<file path="src/design/besc_pkg.sv">
// ----------------------------------------------------------------------------
// Backslash escape decoder package
// Shared types and character codes for the escape decoder.
// ----------------------------------------------------------------------------
`default_nettype none

package besc_pkg;

	localparam logic [7:0] CH_BACKSLASH = 8'h5C;
	localparam logic [7:0] CH_LOWER_C   = 8'h63;
	localparam logic [7:0] CH_LOWER_N   = 8'h6E;
	localparam logic [7:0] CH_LOWER_T   = 8'h74;
	localparam logic [7:0] CH_LOWER_R   = 8'h72;
	localparam logic [7:0] CH_LOWER_X   = 8'h78;
	localparam logic [7:0] CH_UPPER_X   = 8'h58;
	localparam logic [7:0] CH_NEWLINE   = 8'h0A;
	localparam logic [7:0] CH_TAB       = 8'h09;
	localparam logic [7:0] CH_CR        = 8'h0D;

	localparam logic [7:0] COLOR_RESET  = 8'd28;

	localparam int unsigned QDEPTH = 2;
	localparam int unsigned QAW    = 1;

	typedef struct packed {
		logic       two;
		logic [7:0] b0;
		logic [7:0] b1;
		logic       last;
	} cmd_t;

endpackage

`default_nettype wire

</file>
<file path="src/design/besc_if.sv">
// ----------------------------------------------------------------------------
// Escape decoder channels
// Request, result and configuration channels with valid/ready handshakes.
// ----------------------------------------------------------------------------
`default_nettype none

interface besc_in_if;
	logic       valid;
	logic       ready;
	logic [7:0] in_byte;
	logic       in_last;
	modport source (output valid, output in_byte, output in_last, input ready);
	modport sink   (input valid, input in_byte, input in_last, output ready);
endinterface

interface besc_out_if;
	logic       valid;
	logic       ready;
	logic [7:0] out_byte;
	logic       out_last;
	modport source (output valid, output out_byte, output out_last, input ready);
	modport sink   (input valid, input out_byte, input out_last, output ready);
endinterface

interface besc_cfg_if;
	logic       valid;
	logic       ready;
	logic [7:0] data;
	modport source (output valid, output data, input ready);
	modport sink   (input valid, input data, output ready);
endinterface

`default_nettype wire

</file>
<file path="src/design/backslash_escape_decoder_unit.sv">
// ----------------------------------------------------------------------------
// Backslash escape decoder
// A result passes through the command queue and the output register before it
// is offered. One request per cycle while the queue has room; a request that
// yields two bytes gives two results, absorbed by the two-entry command queue.
// Reset: mode returns to plain text, queue and output empty, color byte 28.
// ----------------------------------------------------------------------------
`default_nettype none

module backslash_escape_decoder_unit (
	input  wire logic clk,
	input  wire logic arst_n,
	besc_in_if.sink   src,
	besc_cfg_if.sink  cfg,
	besc_out_if.source dst
);
	import besc_pkg::*;

	logic q_push;
	logic q_ready;
	cmd_t q_in;
	logic q_pop;
	logic q_valid;
	cmd_t q_out;

	besc_front u_front (
		.clk     (clk),
		.arst_n  (arst_n),
		.src     (src),
		.cfg     (cfg),
		.q_ready (q_ready),
		.q_push  (q_push),
		.q_cmd   (q_in)
	);

	besc_queue u_queue (
		.clk        (clk),
		.arst_n     (arst_n),
		.push       (q_push),
		.push_cmd   (q_in),
		.push_ready (q_ready),
		.pop        (q_pop),
		.pop_valid  (q_valid),
		.pop_cmd    (q_out)
	);

	besc_back u_back (
		.clk     (clk),
		.arst_n  (arst_n),
		.q_valid (q_valid),
		.q_cmd   (q_out),
		.q_pop   (q_pop),
		.dst     (dst)
	);

endmodule

`default_nettype wire

</file>
<file path="src/design/besc_front.sv">
// ----------------------------------------------------------------------------
// Escape decoder front end
// Accepts requests, tracks the escape mode and issues up to two bytes.
// ----------------------------------------------------------------------------
`default_nettype none

module besc_front (
	input  wire logic         clk,
	input  wire logic         arst_n,
	besc_in_if.sink           src,
	besc_cfg_if.sink          cfg,
	input  wire logic         q_ready,
	output logic              q_push,
	output besc_pkg::cmd_t    q_cmd
);
	import besc_pkg::*;

	typedef enum logic [1:0] {
		M_PLAIN = 2'd0,
		M_ESC   = 2'd1,
		M_HEX   = 2'd2,
		M_OCT   = 2'd3
	} mode_t;

	mode_t      mode_q;
	logic [7:0] val_q;
	logic [1:0] cnt_q;
	logic [7:0] color_q;

	mode_t      nmode;
	logic [7:0] nval;
	logic [1:0] ncnt;
	logic       pre_emit;
	logic [7:0] pre_byte;
	logic       run_plain;
	logic       plain_emit;
	logic       hex_ok;
	logic [3:0] hex_d;
	logic       oct_ok;
	logic       take;
	logic [7:0] b;
	logic       last;

	assign b      = src.in_byte;
	assign last   = src.in_last;
	assign oct_ok = (b[7:3] == 5'b00110);

	always_comb begin
		hex_ok = 1'b1;
		hex_d  = b[3:0];
		priority if (b >= 8'h30 && b <= 8'h39) begin
			hex_d = b[3:0];
		end else if ((b >= 8'h61 && b <= 8'h66) || (b >= 8'h41 && b <= 8'h46)) begin
			hex_d = b[3:0] + 4'd9;
		end else begin
			hex_ok = 1'b0;
		end
	end

	always_comb begin
		nmode      = mode_q;
		nval       = val_q;
		ncnt       = cnt_q;
		pre_emit   = 1'b0;
		pre_byte   = CH_BACKSLASH;
		run_plain  = 1'b0;
		plain_emit = 1'b0;
		unique case (mode_q)
			M_PLAIN: begin
				run_plain = 1'b1;
			end
			M_ESC: begin
				nmode = M_PLAIN;
				priority if (b == CH_LOWER_C) begin
					pre_emit = 1'b1;
					pre_byte = color_q;
				end else if (b == CH_LOWER_N) begin
					pre_emit = 1'b1;
					pre_byte = CH_NEWLINE;
				end else if (b == CH_LOWER_T) begin
					pre_emit = 1'b1;
					pre_byte = CH_TAB;
				end else if (b == CH_LOWER_R) begin
					pre_emit = 1'b1;
					pre_byte = CH_CR;
				end else if (b == CH_LOWER_X || b == CH_UPPER_X) begin
					nmode    = M_HEX;
					nval     = 8'd0;
					ncnt     = 2'd0;
					pre_emit = last;
					pre_byte = 8'd0;
				end else if (oct_ok) begin
					nmode    = M_OCT;
					nval     = {5'd0, b[2:0]};
					ncnt     = 2'd1;
					pre_emit = last;
					pre_byte = {5'd0, b[2:0]};
				end else begin
					pre_emit  = 1'b1;
					pre_byte  = CH_BACKSLASH;
					run_plain = 1'b1;
				end
			end
			M_HEX: begin
				if (hex_ok) begin
					nval = {val_q[3:0], hex_d};
					ncnt = cnt_q + 2'd1;
					if (ncnt >= 2'd2 || last) begin
						pre_emit = 1'b1;
						pre_byte = nval;
						nmode    = M_PLAIN;
					end
				end else begin
					pre_emit  = 1'b1;
					pre_byte  = val_q;
					run_plain = 1'b1;
				end
			end
			M_OCT: begin
				if (oct_ok) begin
					nval = {val_q[4:0], b[2:0]};
					ncnt = cnt_q + 2'd1;
					if (ncnt == 2'd3 || last) begin
						pre_emit = 1'b1;
						pre_byte = nval;
						nmode    = M_PLAIN;
					end
				end else begin
					pre_emit  = 1'b1;
					pre_byte  = val_q;
					run_plain = 1'b1;
				end
			end
			default: begin
				nmode = M_PLAIN;
			end
		endcase
		if (run_plain) begin
			if (b == CH_BACKSLASH && !last) begin
				nmode = M_ESC;
			end else begin
				nmode      = M_PLAIN;
				plain_emit = 1'b1;
			end
		end
		if (nmode == M_PLAIN || last) begin
			nmode = (last) ? M_PLAIN : nmode;
			nval  = 8'd0;
			ncnt  = 2'd0;
		end
	end

	assign take       = src.valid && src.ready;
	assign src.ready  = q_ready;
	assign cfg.ready  = 1'b1;
	assign q_push     = take && (pre_emit || plain_emit);
	assign q_cmd.two  = pre_emit && plain_emit;
	assign q_cmd.b0   = pre_emit ? pre_byte : b;
	assign q_cmd.b1   = b;
	assign q_cmd.last = last;

	always_ff @(posedge clk or negedge arst_n) begin
		if (!arst_n) begin
			mode_q  <= M_PLAIN;
			val_q   <= 8'd0;
			cnt_q   <= 2'd0;
			color_q <= COLOR_RESET;
		end else begin
			if (take) begin
				mode_q <= nmode;
				val_q  <= nval;
				cnt_q  <= ncnt;
			end
			if (cfg.valid) begin
				color_q <= cfg.data;
			end
		end
	end

endmodule

`default_nettype wire

</file>
<file path="src/design/besc_queue.sv">
// ----------------------------------------------------------------------------
// Escape decoder command queue
// Two-entry queue that decouples the front end from the output side.
// ----------------------------------------------------------------------------
`default_nettype none

module besc_queue (
	input  wire logic         clk,
	input  wire logic         arst_n,
	input  wire logic         push,
	input  besc_pkg::cmd_t    push_cmd,
	output logic              push_ready,
	input  wire logic         pop,
	output logic              pop_valid,
	output besc_pkg::cmd_t    pop_cmd
);
	import besc_pkg::*;

	cmd_t           ent_q [QDEPTH];
	logic [QAW-1:0] wptr_q;
	logic [QAW-1:0] rptr_q;
	logic [QAW:0]   cnt_q;
	logic           do_push;
	logic           do_pop;

	assign push_ready = (cnt_q != (QAW+1)'(QDEPTH));
	assign pop_valid  = (cnt_q != '0);
	assign pop_cmd    = ent_q[rptr_q];
	assign do_push    = push && push_ready;
	assign do_pop     = pop && pop_valid;

	always_ff @(posedge clk) begin
		if (do_push) begin
			ent_q[wptr_q] <= push_cmd;
		end
	end

	always_ff @(posedge clk or negedge arst_n) begin
		if (!arst_n) begin
			wptr_q <= '0;
			rptr_q <= '0;
			cnt_q  <= '0;
		end else begin
			if (do_push) begin
				wptr_q <= wptr_q + QAW'(1);
			end
			if (do_pop) begin
				rptr_q <= rptr_q + QAW'(1);
			end
			unique case ({do_push, do_pop})
				2'b10:   cnt_q <= cnt_q + (QAW+1)'(1);
				2'b01:   cnt_q <= cnt_q - (QAW+1)'(1);
				default: cnt_q <= cnt_q;
			endcase
		end
	end

endmodule

`default_nettype wire

</file>
<file path="src/design/besc_back.sv">
// ----------------------------------------------------------------------------
// Escape decoder back end
// Drains queued commands and presents one decoded byte per result.
// ----------------------------------------------------------------------------
`default_nettype none

module besc_back (
	input  wire logic         clk,
	input  wire logic         arst_n,
	input  wire logic         q_valid,
	input  besc_pkg::cmd_t    q_cmd,
	output logic              q_pop,
	besc_out_if.source        dst
);
	import besc_pkg::*;

	logic       ovalid_q;
	logic [7:0] obyte_q;
	logic       olast_q;
	logic       pend_q;
	logic [7:0] pbyte_q;
	logic       plast_q;
	logic       load_ok;

	assign load_ok      = !ovalid_q || dst.ready;
	assign q_pop        = load_ok && !pend_q && q_valid;
	assign dst.valid    = ovalid_q;
	assign dst.out_byte = obyte_q;
	assign dst.out_last = olast_q;

	always_ff @(posedge clk) begin
		if (load_ok) begin
			if (pend_q) begin
				obyte_q <= pbyte_q;
				olast_q <= plast_q;
			end else if (q_valid) begin
				obyte_q <= q_cmd.b0;
				olast_q <= q_cmd.last && !q_cmd.two;
				pbyte_q <= q_cmd.b1;
				plast_q <= q_cmd.last;
			end
		end
	end

	always_ff @(posedge clk or negedge arst_n) begin
		if (!arst_n) begin
			ovalid_q <= 1'b0;
			pend_q   <= 1'b0;
		end else if (load_ok) begin
			if (pend_q) begin
				ovalid_q <= 1'b1;
				pend_q   <= 1'b0;
			end else if (q_valid) begin
				ovalid_q <= 1'b1;
				pend_q   <= q_cmd.two;
			end else begin
				ovalid_q <= 1'b0;
			end
		end
	end

endmodule

`default_nettype wire
</file>
<file path="src/flat_wrapper.sv">
// flat-port wrapper written by rule: the top's interface ports become plain ports
module backslash_escape_decoder_unit_flat import besc_pkg::*;
  (clk, arst_n, src_valid, src_in_byte, src_in_last, src_ready, cfg_valid, cfg_data, cfg_ready, dst_valid, dst_out_byte, dst_out_last, dst_ready);
  besc_in_if src_i ();
  besc_cfg_if cfg_i ();
  besc_out_if dst_i ();
  input  wire logic clk;
  input  wire logic arst_n;
  input wire logic [$bits(src_i.valid)-1:0] src_valid;
  input wire logic [$bits(src_i.in_byte)-1:0] src_in_byte;
  input wire logic [$bits(src_i.in_last)-1:0] src_in_last;
  output wire logic [$bits(src_i.ready)-1:0] src_ready;
  input wire logic [$bits(cfg_i.valid)-1:0] cfg_valid;
  input wire logic [$bits(cfg_i.data)-1:0] cfg_data;
  output wire logic [$bits(cfg_i.ready)-1:0] cfg_ready;
  output wire logic [$bits(dst_i.valid)-1:0] dst_valid;
  output wire logic [$bits(dst_i.out_byte)-1:0] dst_out_byte;
  output wire logic [$bits(dst_i.out_last)-1:0] dst_out_last;
  input wire logic [$bits(dst_i.ready)-1:0] dst_ready;
  assign src_i.valid = src_valid;
  assign src_i.in_byte = src_in_byte;
  assign src_i.in_last = src_in_last;
  assign src_ready = src_i.ready;
  assign cfg_i.valid = cfg_valid;
  assign cfg_i.data = cfg_data;
  assign cfg_ready = cfg_i.ready;
  assign dst_valid = dst_i.valid;
  assign dst_out_byte = dst_i.out_byte;
  assign dst_out_last = dst_i.out_last;
  assign dst_i.ready = dst_ready;
  backslash_escape_decoder_unit u_core (.clk(clk), .arst_n(arst_n), .src(src_i), .cfg(cfg_i), .dst(dst_i));
endmodule
</file>
<file path="config.mk">
export PLATFORM = sky130hd
export DESIGN_NAME = backslash_escape_decoder_unit_flat
export DESIGN_NICKNAME = d
export VERILOG_FILES = /design/src/design/besc_pkg.sv /design/src/design/besc_if.sv /design/src/design/backslash_escape_decoder_unit.sv /design/src/design/besc_front.sv /design/src/design/besc_queue.sv /design/src/design/besc_back.sv /design/src/flat_wrapper.sv
export SDC_FILE = /design/constraint.sdc
export NUM_CORES = 1
export LEC_CHECK = 0
export BUFFER_PORTS_ARGS = -buffer_cell sky130_fd_sc_hd__buf_2
export CAP_MARGIN = 15
export CORE_UTILIZATION = 60
export CTS_BUF_LIST = sky130_fd_sc_hd__clkbuf_8
export CTS_CLUSTER_SIZE = 30
export DETAILED_ROUTE_END_ITERATION = 10
export PLACE_DENSITY = 0.8
export SYNTH_ARGS = -nofsm -noshare
export SYNTH_HDL_FRONTEND = slang
export SYNTH_SLANG_ARGS = --single-unit
</file>
<file path="constraint.sdc">
create_clock -name clk -period 7 [get_ports clk]
set_clock_uncertainty 0.1 [all_clocks]
set_input_delay 1.4 -clock clk [delete_from_list [all_inputs] [get_ports clk]]
set_output_delay 1.4 -clock clk [all_outputs]
set_load 0.01 [all_outputs]
</file>
==> impl_metrics.ini <==
[clock_tree]
cts_buffers = 9
htreeDepth = 3
post_cts_resized = 0
clock_path_buffers = 2
cts_tree = yes
cts-root-buf = clkbuf_8
cts_sinks = 80
clk_latency_ns = 0.35
cts_setup_buffers = 0
hold_buffers = 0
clkSlewWorstSetupHoldPaths_ns = 0.09

[timing]
finalSetupViolCount = 0
slew_headroom = 0.404
period_minus_slack_ns = 4.59
fin_setup_tns_ns = 0
rsz0062_at_grt = false
timing.final.hold_violations = 0
finalCritPeriodShare = 0.656
max_freq_mhz = 218
slew_viol_final = 0
worst_pin_slew_ns = 0.894

[final_layout]
fin_nets = 455
mostFrequentLayoutCells = nand2_1 (57), edfxtp_1 (54), buf_2 (32)
final_common_cell = nand2_1
drive_gt1_frac = 0.187
area_delta_synth_final_pct = 9.45
n_antenna_cell = 0

[yosys]
syn_avg_cell_area_um2 = 10.8
syn-num-nets = 432
synth.distinct_cells = 69
yosysWarnings = 0
synth_top_area_frac = 0.376
synthTopCellsByArea = edfxtp_1 (38%), dfrtp_1 (13%), mux2_2 (5.0%)
synthFlopType = edfxtp_1
synth_seq_cells = 80
ys_seq_area_frac = 0.527
synth_edf_count = 54
async_flop_share = 0.325
synth_cells = 400
synthesis.area_um2 = 4320
synth_top_area_cell = edfxtp_1

[worst_setup_path]
cp_slowest_cell = a311oi_2
worstSetupPathType = input port to flip-flop
cp-start-kind = input port
reg2reg_from = u_core.u_front.mode_q[0]$_DFFE_PN0P_
crit_chain = buf_2 > inv_1 > ha_1 > nor3b_1 > a311oi_2 > nor2_1 > nand2_1 > a31o_1 > a21o_1 > ha_1 > nor2_1 > xor2_1
setup.worst_path.start = src_in_byte[0]
max_stage_delay_ns = 0.76
cp-end-kind = flip-flop
critical_path_required_ns = 7.18
cp_max_fo = 12
cp.arrival_ns = 4.77

[floorplanning]
rows = 30
initial_core_util = 0.628
coreArea_um2 = 6870
die_y_um = 86.8
die-area_um2 = 7540
die_width_um = 86.8
io_pins = 34

[detailed_routing]
vias = 3295
wire_per_inst_um = 18.6
ant_nets = 0
drc = 0
vias_per_cell = 6.29
drt_iter0_drc = 381
wl_um = 9740
drt_pass1_iterations = 7

[status]
status = completed

[grt]
grt_max_degree = 27
grt_pass1_vias = 3118
grt_overflow_total = 0
grt_pass1_wl_um = 15400
grt.total_usage = 0.271
antenna_found_initial = 0

[place]
hpwl_um = 6950
gp_congestion = 0.938
io_buffer_count = 32

[power_and_ir_drop]
p_total_mw = 1.63
ir_drop_mv = 0.154
pwr_density_cell_nw_per_um2 = 344
power_leakage_nw = 1.77

[worst_hold_path]
worstHoldPathType = flip-flop to flip-flop
hp-start = u_core.u_front.cnt_q[0]$_DFFE_PN0P_

[job]
max_cap_violations = 0
-- cells in the mapped netlist (3+ instances only) --
cell type / instances
edfxtp_1: 54
a22o_1: 3
o22ai_1: 10
clkbuf_1: 14
a21oi_1: 14
or3_1: 4
and2_0: 6
mux2_2: 19
nand3_1: 7
nand3b_1: 3
buf_2: 6
ha_1: 10
o21ai_0: 21
o211ai_1: 4
xnor2_1: 4
and2_1: 4
inv_1: 11
a221oi_1: 3
dfstp_2: 3
nor2b_1: 4
mux2i_1: 9
nand2b_1: 5
a22oi_1: 7
nor2_1: 21
nor3_1: 14
nand2_1: 57
dfrtp_1: 23
o21ai_1: 7
xor2_1: 3
-- kinds of logic (layout without fill, tap and decap cells) --
family,Yosys count,count (layout),share of synthesized area
and+or+nand+nor,141,141,0.163
AOI/OAI and AO/OA,96,96,0.154
xor gates and xnor gates,7,7,0.0142
adders and majority gates,10,10,0.0290
DFF,80,80,0.527
buffers and inverters,35,63,0.0357
other,1,1,0.000869
muxes,30,30,0.0757
-- routing by layer --
metal  share of wire  global-route usage  vias to the layer above
met5               0                   0                        -
met4           0.033               0.121                        0
met3           0.057              0.0476                       27
met2            0.50               0.455                      146
met1            0.41               0.343                     1595
li1                -                   -                     1527
-- final timing paths --
path / endpoint / slack [ns] / depth (start not counted)
max: u_core.u_queue.cnt_q[1]$_DFFE_PN0P_ / 2.41 / 12
min: u_core.u_front.cnt_q[0]$_DFFE_PN0P_ / 0.40 / 2
max reg2reg: u_core.u_queue.cnt_q[1]$_DFFE_PN0P_ / 4.08 / 12
min reg2reg: u_core.u_front.cnt_q[0]$_DFFE_PN0P_ / 0.40 / 2
max in group asynchronous: u_core.u_front.cnt_q[0]$_DFFE_PN0P_ / 5.46 / 1
min in group asynchronous: u_core.u_queue.rptr_q$_DFFE_PN0P_ / 0.94 / 1
-- registers in the layout (all words and copies together), names as in the netlist --
name	count
u_core.u_front.val_q	8
u_core.u_front.cnt_q	2
u_core.u_back.pbyte_q	8
u_core.u_front.color_q	8
u_core.u_back.dst.out_last	1
u_core.u_front.mode_q	2
u_core.u_back.plast_q	1
u_core.u_queue.wptr_q	1
u_core.u_queue.ent_q	36
u_core.u_back.dst.out_byte	8
u_core.u_queue.cnt_q	2
u_core.u_back.dst.valid	1
u_core.u_queue.rptr_q	1
u_core.u_back.pend_q	1
-- power by group --
| part | switching (mW) | internal (mW) | total, mW |
|---|---|---|---|
| clock network | 0.188 | 0.173 | 0.361 |
| logic | 0.306 | 0.192 | 0.498 |
| registers | 0.0827 | 0.685 | 0.767 |
-- stage by stage --
| stage | hold slack [ns] | util | instance area [um^2] | instances | setup slack, ns |
|---|---|---|---|---|---|
| after floorplan | 0.353 | - | 4320 | 400 | 2.74 |
| after global placement | 0.365 | 0.657 | 4510 | 508 | 2.26 |
| after detailed placement | 0.380 | 0.657 | 4510 | 508 | 2.17 |
| after CTS | 0.400 | 0.688 | 4720 | 524 | 2.50 |
| after global routing | 0.427 | 0.688 | 4720 | 524 | 2.17 |
| final | 0.403 | 0.688 | 4720 | 524 | 2.41 |
-- critical path, delay by kind of cell --
kind | cells | cell delay [ns]
compound gates | 3 | 1.38
xor+xnor | 1 | 0.16
fa+ha+maj | 2 | 0.56
buf+inv | 2 | 0.35
simple gates | 4 | 0.91
-- cell type report --
class,count,area [um^2]
tap,96,120
clock buffer,9,124
inverter,11,41.3
timing repair buffer,36,190
fill,521,2150
clock inverter,7,86.3
multi-input combinational,285,1890
sequential,80,2280
No activity file was read; power rests on OpenSTA's default activity.
